===== src/hdl/fwid_pkg.sv =====
// shared constants, payload types and controller/datapath interface structs
package fwid_pkg;

    // string buffer sizing
    localparam int unsigned MODEL_BUF     = 16;
    localparam int unsigned VERSION_BUF   = 16;
    localparam int unsigned MODEL_MAX_LEN = 10;

    localparam int unsigned MAGIC_LEN     = 6;
    localparam int unsigned MAGIC_W       = 8 * MAGIC_LEN;
    localparam logic [MAGIC_W-1:0] MAGIC_RESET = 48'h4B4346574944;

    localparam int unsigned VER_MAX_LEN   = VERSION_BUF - 1;
    localparam int unsigned MODEL_OUT_LIM =
        (MODEL_MAX_LEN < MODEL_BUF - 1) ? MODEL_MAX_LEN : MODEL_BUF - 1;
    localparam int unsigned FLD_MAX =
        (MODEL_MAX_LEN > VER_MAX_LEN) ? MODEL_MAX_LEN : VER_MAX_LEN;
    localparam int unsigned POS_MAX = (FLD_MAX > MAGIC_LEN) ? FLD_MAX : MAGIC_LEN;

    localparam int unsigned POS_W = $clog2(POS_MAX + 1);
    localparam int unsigned LEN_W = $clog2(FLD_MAX + 1);
    localparam int unsigned MC_W  = $clog2(MODEL_MAX_LEN + 1);
    localparam int unsigned VC_W  = $clog2(VER_MAX_LEN + 1);
    localparam int unsigned MI_W  = (MODEL_MAX_LEN > 1) ? $clog2(MODEL_MAX_LEN) : 1;
    localparam int unsigned VI_W  = (VER_MAX_LEN > 1) ? $clog2(VER_MAX_LEN) : 1;
    localparam int unsigned DI_W  = (MC_W > VC_W) ? MC_W : VC_W;

    // field tags
    localparam logic [7:0] TAG_MODEL   = 8'h01;
    localparam logic [7:0] TAG_VERSION = 8'h02;

    // result kinds
    localparam logic [1:0] KIND_MODEL   = 2'd0;
    localparam logic [1:0] KIND_VERSION = 2'd1;
    localparam logic [1:0] KIND_STATUS  = 2'd2;

    // status codes
    localparam logic [1:0] ST_OK    = 2'd0;
    localparam logic [1:0] ST_TRUNC = 2'd1;
    localparam logic [1:0] ST_MAGIC = 2'd2;
    localparam logic [1:0] ST_FIELD = 2'd3;

    typedef struct packed {
        logic [7:0] data_byte;
        logic       final_byte;
    } t_in_item;

    typedef struct packed {
        logic [1:0] item_kind;
        logic [7:0] char_value;
        logic [1:0] status_code;
        logic       run_end;
    } t_out_item;

    typedef struct packed {
        logic       magic_step;
        logic       len_load;
        logic       model_step;
        logic       ver_step;
        logic       clear;
        logic       drain_reset;
        logic       emit_model;
        logic       emit_ver;
        logic       load_status;
        logic [1:0] status_code;
    } t_dp_cmd;

    typedef struct packed {
        logic magic_end;
        logic magic_bad;
        logic tag1_ok;
        logic tag2_ok;
        logic len1_ok;
        logic len2_ok;
        logic field_end;
        logic model_left;
        logic ver_left;
        logic out_room;
    } t_dp_status;

endpackage


===== src/hdl/fwid_datapath.sv =====
// parse counters, string stores and output register
module fwid_datapath import fwid_pkg::*; (
    input  logic               i_clk,
    input  logic               i_rst_n,
    input  t_dp_cmd            i_cmd,
    input  logic [7:0]         i_data_byte,
    input  logic [MAGIC_W-1:0] i_magic_word,
    input  logic               i_out_ready,
    output t_dp_status         o_status,
    output logic               o_out_valid,
    output t_out_item          o_out_item
);

    logic [POS_W-1:0] r_pos;
    logic             r_mismatch;
    logic [LEN_W-1:0] r_len;
    logic [MC_W-1:0]  r_model_count;
    logic [VC_W-1:0]  r_ver_count;
    logic             r_nul_seen;
    logic [DI_W-1:0]  r_drain_idx;
    logic             r_out_valid;
    t_out_item        r_out_item;

    logic [7:0] r_model_store [MODEL_MAX_LEN];
    logic [7:0] r_ver_store   [VER_MAX_LEN];

    logic [7:0]   magic_byte;
    logic         byte_ne;
    logic [POS_W:0] pos_inc;
    logic         nul_now;
    logic         out_room;

    always_comb begin
        magic_byte = '0;
        for (int k = 0; k < MAGIC_LEN; k++) begin
            if (r_pos == POS_W'(k)) begin
                magic_byte = i_magic_word[8*(MAGIC_LEN-1-k) +: 8];
            end
        end
    end

    assign byte_ne  = (magic_byte != i_data_byte);
    assign pos_inc  = {1'b0, r_pos} + 1'b1;
    assign nul_now  = r_nul_seen || (i_data_byte == 8'd0);
    assign out_room = !r_out_valid || i_out_ready;

    assign o_status.magic_end  = (r_pos == POS_W'(MAGIC_LEN - 1));
    assign o_status.magic_bad  = r_mismatch || byte_ne;
    assign o_status.tag1_ok    = (i_data_byte == TAG_MODEL);
    assign o_status.tag2_ok    = (i_data_byte == TAG_VERSION);
    assign o_status.len1_ok    = (i_data_byte != 8'd0) && (i_data_byte <= 8'(MODEL_MAX_LEN));
    assign o_status.len2_ok    = (i_data_byte != 8'd0) && (i_data_byte <= 8'(VER_MAX_LEN));
    assign o_status.field_end  = (pos_inc >= (POS_W+1)'(r_len));
    assign o_status.model_left = (DI_W'(r_model_count) > r_drain_idx)
                               && (r_drain_idx < DI_W'(MODEL_OUT_LIM));
    assign o_status.ver_left   = (DI_W'(r_ver_count) > r_drain_idx);
    assign o_status.out_room   = out_room;

    // string stores, no reset
    always_ff @(posedge i_clk) begin
        if (i_cmd.model_step && !nul_now && (r_model_count < MC_W'(MODEL_MAX_LEN))) begin
            r_model_store[r_model_count[MI_W-1:0]] <= i_data_byte;
        end
        if (i_cmd.ver_step && !nul_now && (r_ver_count < VC_W'(VER_MAX_LEN))) begin
            r_ver_store[r_ver_count[VI_W-1:0]] <= i_data_byte;
        end
    end

    // parse counters
    always_ff @(posedge i_clk) begin
        if (!i_rst_n || i_cmd.clear) begin
            r_pos         <= '0;
            r_mismatch    <= 1'b0;
            r_len         <= '0;
            r_model_count <= '0;
            r_ver_count   <= '0;
            r_nul_seen    <= 1'b0;
        end else begin
            if (i_cmd.magic_step) begin
                r_mismatch <= r_mismatch || byte_ne;
                r_pos      <= o_status.magic_end ? '0 : pos_inc[POS_W-1:0];
            end
            if (i_cmd.len_load) begin
                r_len      <= LEN_W'(i_data_byte);
                r_pos      <= '0;
                r_nul_seen <= 1'b0;
            end
            if (i_cmd.model_step || i_cmd.ver_step) begin
                r_nul_seen <= o_status.field_end ? 1'b0 : nul_now;
                r_pos      <= o_status.field_end ? '0 : pos_inc[POS_W-1:0];
            end
            if (i_cmd.model_step && !nul_now && (r_model_count < MC_W'(MODEL_MAX_LEN))) begin
                r_model_count <= r_model_count + 1'b1;
            end
            if (i_cmd.ver_step && !nul_now && (r_ver_count < VC_W'(VER_MAX_LEN))) begin
                r_ver_count <= r_ver_count + 1'b1;
            end
        end
    end

    // drain index walks the stores one character a cycle while the output register has room
    always_ff @(posedge i_clk) begin
        if (!i_rst_n || i_cmd.drain_reset) begin
            r_drain_idx <= '0;
        end else if (i_cmd.emit_model || i_cmd.emit_ver) begin
            r_drain_idx <= r_drain_idx + 1'b1;
        end
    end

    // output register
    always_ff @(posedge i_clk) begin
        if (!i_rst_n) begin
            r_out_valid <= 1'b0;
        end else if (i_cmd.load_status || i_cmd.emit_model || i_cmd.emit_ver) begin
            r_out_valid <= 1'b1;
        end else if (i_out_ready) begin
            r_out_valid <= 1'b0;
        end
    end

    always_ff @(posedge i_clk) begin
        if (i_cmd.load_status) begin
            r_out_item.item_kind   <= KIND_STATUS;
            r_out_item.char_value  <= 8'd0;
            r_out_item.status_code <= i_cmd.status_code;
            r_out_item.run_end     <= 1'b1;
        end else if (i_cmd.emit_model) begin
            r_out_item.item_kind   <= KIND_MODEL;
            r_out_item.char_value  <= r_model_store[r_drain_idx[MI_W-1:0]];
            r_out_item.status_code <= ST_OK;
            r_out_item.run_end     <= 1'b0;
        end else if (i_cmd.emit_ver) begin
            r_out_item.item_kind   <= KIND_VERSION;
            r_out_item.char_value  <= r_ver_store[r_drain_idx[VI_W-1:0]];
            r_out_item.status_code <= ST_OK;
            r_out_item.run_end     <= 1'b0;
        end
    end

    assign o_out_valid = r_out_valid;
    assign o_out_item  = r_out_item;

endmodule


===== src/hdl/fwid_controller.sv =====
// parse and drain state machine
module fwid_controller import fwid_pkg::*; (
    input  logic       i_clk,
    input  logic       i_rst_n,
    input  logic       i_in_valid,
    input  logic       i_final_byte,
    input  t_dp_status i_status,
    output logic       o_in_ready,
    output t_dp_cmd    o_cmd
);

    typedef enum logic [3:0] {
        S_MAGIC,
        S_TAG1,
        S_LEN1,
        S_MODEL,
        S_TAG2,
        S_LEN2,
        S_VERSION,
        S_SKIP,
        S_DRAIN_M,
        S_DRAIN_V,
        S_STATUS
    } t_state;

    t_state r_state, n_state;
    logic   r_final, n_final;
    logic   parsing;
    logic   fire;
    logic   done;
    logic   go_drain;
    logic [1:0] code;

    assign parsing = (r_state != S_DRAIN_M) && (r_state != S_DRAIN_V)
                   && (r_state != S_STATUS);
    assign o_in_ready = parsing && i_status.out_room;
    assign fire = i_in_valid && o_in_ready;

    always_comb begin
        n_state  = r_state;
        n_final  = r_final;
        o_cmd    = '0;
        done     = 1'b0;
        go_drain = 1'b0;
        code     = ST_OK;

        unique case (r_state)
            S_MAGIC: begin
                if (fire) begin
                    o_cmd.magic_step = 1'b1;
                    if (i_status.magic_end) begin
                        if (i_status.magic_bad) begin
                            done = 1'b1;
                            code = ST_MAGIC;
                        end else begin
                            n_state = S_TAG1;
                        end
                    end else if (i_final_byte) begin
                        done = 1'b1;
                        code = ST_TRUNC;
                    end
                end
            end
            S_TAG1: begin
                if (fire) begin
                    if (!i_status.tag1_ok) begin
                        done = 1'b1;
                        code = ST_FIELD;
                    end else begin
                        n_state = S_LEN1;
                    end
                end
            end
            S_TAG2: begin
                if (fire) begin
                    if (!i_status.tag2_ok) begin
                        done = 1'b1;
                        code = ST_FIELD;
                    end else begin
                        n_state = S_LEN2;
                    end
                end
            end
            S_LEN1: begin
                if (fire) begin
                    if (!i_status.len1_ok) begin
                        done = 1'b1;
                        code = ST_FIELD;
                    end else begin
                        o_cmd.len_load = 1'b1;
                        n_state = S_MODEL;
                    end
                end
            end
            S_LEN2: begin
                if (fire) begin
                    if (!i_status.len2_ok) begin
                        done = 1'b1;
                        code = ST_FIELD;
                    end else begin
                        o_cmd.len_load = 1'b1;
                        n_state = S_VERSION;
                    end
                end
            end
            S_MODEL: begin
                if (fire) begin
                    o_cmd.model_step = 1'b1;
                    if (i_status.field_end) begin
                        n_state = S_TAG2;
                    end
                end
            end
            S_VERSION: begin
                if (fire) begin
                    o_cmd.ver_step = 1'b1;
                    if (i_status.field_end) begin
                        go_drain = 1'b1;
                    end
                end
            end
            S_SKIP: begin
            end
            S_DRAIN_M: begin
                if (!i_status.model_left) begin
                    o_cmd.drain_reset = 1'b1;
                    n_state = S_DRAIN_V;
                end else if (i_status.out_room) begin
                    o_cmd.emit_model = 1'b1;
                end
            end
            S_DRAIN_V: begin
                if (!i_status.ver_left) begin
                    n_state = S_STATUS;
                end else if (i_status.out_room) begin
                    o_cmd.emit_ver = 1'b1;
                end
            end
            S_STATUS: begin
                if (i_status.out_room) begin
                    o_cmd.load_status = 1'b1;
                    o_cmd.status_code = ST_OK;
                    if (r_final) begin
                        o_cmd.clear = 1'b1;
                        n_state = S_MAGIC;
                    end else begin
                        n_state = S_SKIP;
                    end
                end
            end
            default: begin
                n_state = S_MAGIC;
            end
        endcase

        // common end-of-byte handling for the parse states
        if (fire) begin
            if (!done && !go_drain && i_final_byte && (r_state != S_SKIP)) begin
                done = 1'b1;
                code = ST_FIELD;
            end
            if (done) begin
                o_cmd.load_status = 1'b1;
                o_cmd.status_code = code;
            end
            if (go_drain) begin
                o_cmd.drain_reset = 1'b1;
                n_final = i_final_byte;
                n_state = S_DRAIN_M;
            end else if (i_final_byte) begin
                o_cmd.clear = 1'b1;
                n_state = S_MAGIC;
            end else if (done) begin
                n_state = S_SKIP;
            end
        end
    end

    always_ff @(posedge i_clk) begin
        if (!i_rst_n) begin
            r_state <= S_MAGIC;
            r_final <= 1'b0;
        end else begin
            r_state <= n_state;
            r_final <= n_final;
        end
    end

endmodule


===== src/hdl/firmware_id_tlv_parser_unit.sv =====
// top level: configuration register, controller and datapath
// a status that a byte transfer raises is in the output register in the next cycle
// throughput: one byte per cycle in the parse states while the output register has room
// an ok run holds off input while model, version and status items drain, one a cycle while output has room
// reset: synchronous active-low i_rst_n clears parse state and output valid, magic word to default
// string stores are not reset; every entry is written before it is read
module firmware_id_tlv_parser_unit import fwid_pkg::*; (
    input  logic        i_clk,
    input  logic        i_rst_n,
    // input byte channel
    input  logic        i_in_valid,
    output logic        o_in_ready,
    input  t_in_item    i_in_item,
    // result channel
    output logic        o_out_valid,
    input  logic        i_out_ready,
    output t_out_item   o_out_item,
    // configuration port
    input  logic        psel,
    input  logic        penable,
    input  logic        pwrite,
    input  logic [3:0]  paddr,
    input  logic [63:0] pwdata,
    output logic [63:0] prdata,
    output logic        pready
);

    logic [MAGIC_W-1:0] r_magic_word;
    logic               cfg_wr;
    logic               magic_sel;
    t_dp_cmd            cmd;
    t_dp_status         dp_status;

    // magic word register sits at byte address 0, low address bits ignored
    assign pready    = 1'b1;
    assign magic_sel = (paddr[3] == 1'b0);
    assign cfg_wr    = psel && penable && pwrite && pready && magic_sel;
    assign prdata    = magic_sel ? {{(64-MAGIC_W){1'b0}}, r_magic_word} : 64'd0;

    always_ff @(posedge i_clk) begin
        if (!i_rst_n) begin
            r_magic_word <= MAGIC_RESET;
        end else if (cfg_wr) begin
            r_magic_word <= pwdata[MAGIC_W-1:0];
        end
    end

    // controller decides per byte transfer, datapath holds counters and strings
    fwid_controller u_ctrl (
        .i_clk        (i_clk),
        .i_rst_n      (i_rst_n),
        .i_in_valid   (i_in_valid),
        .i_final_byte (i_in_item.final_byte),
        .i_status     (dp_status),
        .o_in_ready   (o_in_ready),
        .o_cmd        (cmd)
    );

    fwid_datapath u_dp (
        .i_clk        (i_clk),
        .i_rst_n      (i_rst_n),
        .i_cmd        (cmd),
        .i_data_byte  (i_in_item.data_byte),
        .i_magic_word (r_magic_word),
        .i_out_ready  (i_out_ready),
        .o_status     (dp_status),
        .o_out_valid  (o_out_valid),
        .o_out_item   (o_out_item)
    );

endmodule

===== config.mk =====
export PLATFORM = sky130hd
export DESIGN_NAME = firmware_id_tlv_parser_unit
export DESIGN_NICKNAME = d
export VERILOG_FILES = /design/src/hdl/fwid_pkg.sv /design/src/hdl/fwid_datapath.sv /design/src/hdl/fwid_controller.sv /design/src/hdl/firmware_id_tlv_parser_unit.sv
export SDC_FILE = /design/constraint.sdc
export NUM_CORES = 1
export LEC_CHECK = 0
export BUFFER_PORTS_ARGS = -buffer_cell sky130_fd_sc_hd__buf_2
export CAP_MARGIN = 20
export CORE_UTILIZATION = 50
export DETAILED_ROUTE_END_ITERATION = 7
export PLACE_DENSITY = 0.72
export REMOVE_ABC_BUFFERS = 1
export SLEW_MARGIN = 5
export SYNTH_ARGS = -nofsm -noshare
export SYNTH_HDL_FRONTEND = slang
export SYNTH_SLANG_ARGS = --single-unit

===== constraint.sdc =====
create_clock -name i_clk -period 5.84 [get_ports i_clk]
set_clock_uncertainty 0.15 [all_clocks]
set_input_delay 0 -clock i_clk [delete_from_list [all_inputs] [get_ports i_clk]]
set_output_delay 0 -clock i_clk [all_outputs]
set_load 0.05 [all_outputs]

==> results.ini, run 1 <==
[final_layout]
utilization=0.627
fin_cells=1674
layout_common_cells=202 x edfxtp_1, 143 x nand2_1, 127 x buf_2, 110 x dlygate4sd3_1, 88 x dfxtp_1
fillers=1959
diodes=0
nNetsFinal=1424
final_common_cell=edfxtp_1
finalInstanceArea_um2=16400
drive_above_1_share=0.190
area_growth_pct=22.1

[die]
core_um2=26200
initial_core_util=0.513
die_h_um=166
die_area_um2=27600
die_w_um=166
rows=59
ios=164

[drt]
drc=9
detail-route-antenna-nets=0
vias=9679
vias_per_cell=5.78
totalWireLength_mm=33.7
first_pass_iters=7
drt_first_iter_violations=911
wl_per_cell_um=20.2

[power]
combPwrFrac=0.105
seqPwrFrac=0.468
p_sw_frac=0.240
p_clk_frac=0.426
p_leak_nw=5.91
intPower_mw=3.67
p_total_mw=4.83
peakVddDrop_mv=0.213
p_sw_mw=1.16
pwr_density_cell_nw_per_um2=294

[timing]
worst_slack_ps=1840
hold_slack_ps=282
finalCritPeriodShare=0.685
slew_headroom=0.260
setup_viol=0
rsz0062_at_grt=false
timing.fmax_ghz=0.250
setup_tns_ps=0
period_needed_ps=4000
worst_pin_slew_ps=1110
finalHoldViolCount=0
slew_viol_final=0

[cts]
cts_root_buffer=clkbuf_16
htree_num_levels=1
post_cts_resized=0
cts_num_sinks=292
path_clk_slew_ps=60
cts_setup_buffers=0
ctsHoldBuffers=110
clock_latency_ps=570
cts_tree=built
numCtsBuffers=30
clk_path_buf_depth=3

[worst_setup_path]
arrival_ps=4040
reg2reg_from=u_ctrl.r_state[0]
cpMaxStageDelayCell=nor2_1
path_cells=nand2_1, a211oi_2, nand3_1, a311oi_2, nand2_1, nor2_1
cpMostUsedCell=nand2_1
rr_endpoint=u_dp.r_ver_store[14][3]
critPathMaxStageDelay_ps=810
cp.required_ps=5880
start_kind=flip-flop
path_class=flip-flop to flip-flop
endpoint_kind=flip-flop
r2r_slack_ps=1840
crit_fanout=18
r2r_cells=6

[hold_path]
min_to=u_dp.r_ver_store[13][5]
worstHoldStart=i_in_item[6]
holdPathStages=2
hold_path_class=input port to flip-flop

[logic_synthesis]
synth_area_leaders=edfxtp_1 45%, dfxtp_1 13%, mux4_2 8.0%
syn_inst=1097
synth-main-ff-cell=edfxtp_1
synth_cell_types=80
ys_seq_area_frac=0.585
synth_top_cell_by_area=edfxtp_1
ys_ff_latch=292
yosys_warnings=0
synth-edff-count=202
postSynthAreaPerCell_um2=12.3
synth_area_um2=13500
async_flop_share=0
synth_top_cell_area_share=0.451

[place]
pre_cts_ws_ps=1940
dp_cells=1506
port_buffers=127
place.gp.congestion=0.882
dp_hpwl_mm=20.0
dpl_cell_area_um2=14200

[run_status]
violations=DRC
status=finished, violations left

[global_routing]
grt_first_pass_wirelength_mm=52.6
grt_usage=0.244
overflow=0
first_global_vias=9667
grt_max_degree=55
antenna_found_initial=0

[job]
maxCapViolations=0

==> worst max path at each step <==
stage | slack (ps) | end | from | depth (start not counted)
floorplan | 1870 | u_dp.o_out_item[7] | flip-flop | 4
global placement | 2000 | u_dp.o_out_item[2] | u_dp.r_pos[0] | 9
detailed placement | 1940 | u_dp.o_out_item[1] | u_dp.r_pos[0] | 9
CTS | 1910 | u_dp.o_out_item[1] | u_dp.r_pos[0] | 9
global route | 1620 | u_dp.r_ver_store[14][3] | u_ctrl.r_state[0] | 6
finish | 1840 | u_dp.r_ver_store[14][3] | u_ctrl.r_state[0] | 6
==> cells in the mapped netlist, types with 12 or more instances <==
master	instances
clkbuf_1	40
dfxtp_1	90
nand2b_1	12
mux2i_1	25
buf_2	13
a211oi_1	13
inv_1	27
mux4_2	48
nor2b_1	54
nor3_1	24
buf_4	19
a21boi_0	29
a21oi_1	39
nand3_1	33
ha_1	25
o21ai_0	32
nor2_1	70
nand2_1	143
edfxtp_1	202
==> routing by layer <==
metal | wire length (um) | part of all wire | vias to the layer above | GRT usage
met4 | 1150 | 0.034 | 0 | 0.0894
met5 | 0 | 0 | - | 0
met3 | 2330 | 0.069 | 80 | 0.0417
met2 | 16100 | 0.48 | 439 | 0.408
li1 | - | - | 4458 | -
met1 | 14200 | 0.42 | 4702 | 0.320
==> logic make-up (layout without fill, tap and decap cells) <==
family                   after synthesis  count (layout)  share of synthesized area
AO/OA/AOI/OAI                        193             193                      0.101
adder cells (fa/ha/maj)               25              25                     0.0232
buffers and inverters                108             335                     0.0390
other                                  2              17                   0.000558
flip-flops                           292             292                      0.585
multiplexers                          75              75                      0.101
AND/OR/NAND/NOR                      390             390                      0.143
XOR/XNOR                              12              12                    0.00781
==> layout make-up <==
type | instances | area, um2 | share of cell area
Clock buffer | 43 | 830 | 0.0505
Clock inverter | 13 | 243 | 0.0148
Inverter | 28 | 105 | 0.00640
Multi-Input combinational cell | 712 | 5120 | 0.312
Sequential cell | 292 | 7870 | 0.479
Tap cell | 335 | 419 | 0.0255
Timing Repair Buffer | 251 | 1840 | 0.112
==> power groups by stage <==
stage | clock, mW | sequential [mW] | combinational, mW
floorplan | 0 | 2.31 | 0.293
global placement | 0 | 2.30 | 0.447
detailed placement | 0 | 2.30 | 0.450
CTS | 2.07 | 2.26 | 0.496
global route | 2.14 | 2.26 | 0.548
finish | 2.06 | 2.26 | 0.509
==> worst max-delay path: cells and delay by family (launching register included) <==
| family | cells | cell delay [ps] |
|---|---|---|
| simple gates | 4 | 1460 |
| compound gates | 2 | 1310 |
| flops | 1 | 700 |
==> state kept, by name, indices dropped and copies added (netlist names), named ones only <==
signal              count
u_dp.r_pos              4
u_dp.r_model_store     80
u_dp.r_ver_count        4
u_dp.r_ver_store      120
u_dp.r_len              4
u_dp.o_out_item        12
u_dp.r_model_count      4
u_ctrl.r_state          4
u_dp.o_out_valid        1
u_dp.r_mismatch         1
u_ctrl.r_final          1
u_dp.r_drain_idx        4
r_magic_word           48
u_dp.r_nul_seen         1
Power figures use the tool's default switching activity.
==> run 2: changes to the inputs <==
clock period = 4.2 ns   (was 5.84 ns; I/O delays follow)
==> results.ini, run 2 (synthesis gave the netlist of run 1 again) <==
[run_status]
status=finished, violations left
violations=DRC

[cts]
numCtsBuffers=30
htree_num_levels=1
cts_tree=built
clk_path_buf_depth=3
cts_num_sinks=292
clock_latency_ps=560
cts_root_buffer=clkbuf_16
cts_setup_buffers=0
post_cts_resized=0
path_clk_slew_ps=60

[drt]
drt_first_iter_violations=768
vias=9766
drc=7
vias_per_cell=5.75
wl_met1_mm=14.5
wl_met2_mm=16.4
totalWireLength_mm=34.0
detail-route-antenna-nets=0
top_layer=met4
wl_per_cell_um=20.0
wl_met3_mm=2.17
first_pass_iters=8

[job]
maxCapViolations=0

[worst_setup_path]
path_class=flip-flop to flip-flop
cpMaxStageDelayCell=ha_1
arrival_ps=3560
path_cells=ha_1, buf_4, a21oi_1, a221oi_1, o32ai_2, xor2_1, nand4_1, nor3_4, o21ai_4, or3_1
cp.required_ps=4350
start_kind=flip-flop
endpoint_kind=flip-flop
critPathMaxStageDelay_ps=520
crit_fanout=14

[final_layout]
finalInstanceArea_um2=16600
fillers=1943
area_growth_pct=23.7
nNetsFinal=1449
utilization=0.635
layout_common_cells=202 x edfxtp_1, 143 x nand2_1, 128 x buf_2, 110 x dlygate4sd3_1, 88 x dfxtp_1
final_common_cell=edfxtp_1
largest_reg_flops=120
diodes=0
drive_above_1_share=0.209

[timing]
rsz0062_at_grt=false
slew_viol_final=0
finalCritPeriodShare=0.812
setup_tns_ps=0
hold_slack_ps=118
worst_pin_slew_ps=1020
slew_headroom=0.318
finalHoldViolCount=0
setup_viol=0
worst_slack_ps=789
period_needed_ps=3410
timing.fmax_ghz=0.293

[global_routing]
grt_first_pass_wirelength_mm=53.0
antenna_found_initial=0
grt_max_degree=57
grt_usage=0.246
first_global_vias=9679
overflow=0

[die]
die_w_um=166
die_area_um2=27600
ios=164
die_h_um=166
initial_core_util=0.513
rows=59
core_um2=26200

[power]
pwr_density_cell_nw_per_um2=401
p_leak_nw=6.05
peakVddDrop_mv=0.331

[place]
pre_cts_ws_ps=646
dpl_cell_area_um2=14500
place.gp.congestion=0.882
dp_hpwl_mm=21.0
port_buffers=127

[hold_path]
hold_path_class=input port to flip-flop

-- run 2: changes by cell type in the layout (fill, tap and decap cells not counted), sizes merged --
cell      change
clkbuf        -3
clkinvlp      +1
bufinv        -1
clkinv        +2
buf          +27
inv           -1
-- run 2: worst max-delay path: cells and delay by family, from the launching register on --
family,cells,cell delay [ps]
adder cells (fa/ha/maj),1,520
AO/OA/AOI/OAI,4,690
AND/OR/NAND/NOR,3,940
buffers and inverters,1,260
flip-flops,1,440
XOR/XNOR,1,140
-- run 2: repair_timing --
item,in CTS,in global routing
endpoints found under the setup margin,0,0
hold endpoints to repair,260,0
hold buffers,110,0
-- run 2: per-stage QoR --
stage | total power, mW | std cells
floorplan | 3.62 | 1032
detailed placement | 3.84 | 1532
finish | 6.67 | 1699
CTS | 6.70 | 1698
global route | 6.88 | 1699
global placement | 3.84 | 1532
-- run 2: metal layers --
layer / vias up / global-route usage
met1: 4773 / 0.329
met4: 0 / 0.0764
met3: 69 / 0.0346
met2: 405 / 0.417
li1: 4519 / -
met5: - / 0
-- run 2: layout make-up --
cell class | instances | area (um2) | area share
clock inverter | 14 | 225 | 0.0135
timing repair buffer | 276 | 2050 | 0.123
inverter | 28 | 105 | 0.00632
multi-input combinational | 712 | 5120 | 0.308
tap | 335 | 419 | 0.0252
sequential | 292 | 7870 | 0.473
clock buffer | 42 | 846 | 0.0508
-- run 2: final timing paths --
| kind | startpoint | end | slack (ps) | cells after the start |
|---|---|---|---|---|
| min | i_in_item[5] | u_dp.r_model_store[6][4] | 120 | 2 |
| min reg2reg | u_dp.r_len[2] | u_dp.r_len[2] | 350 | 2 |
| max | u_dp.r_pos[0] | u_dp.o_out_item[1] | 790 | 10 |
| max reg2reg | u_dp.r_pos[0] | u_dp.o_out_item[1] | 790 | 10 |
-- run 2: report_power, final --
part,switching [mW],leakage (nW),internal [mW]
clock network,1.09,0.520,1.72
logic,0.472,2.98,0.262
registers,0.0249,2.55,3.10
total,1.58,6.05,5.08
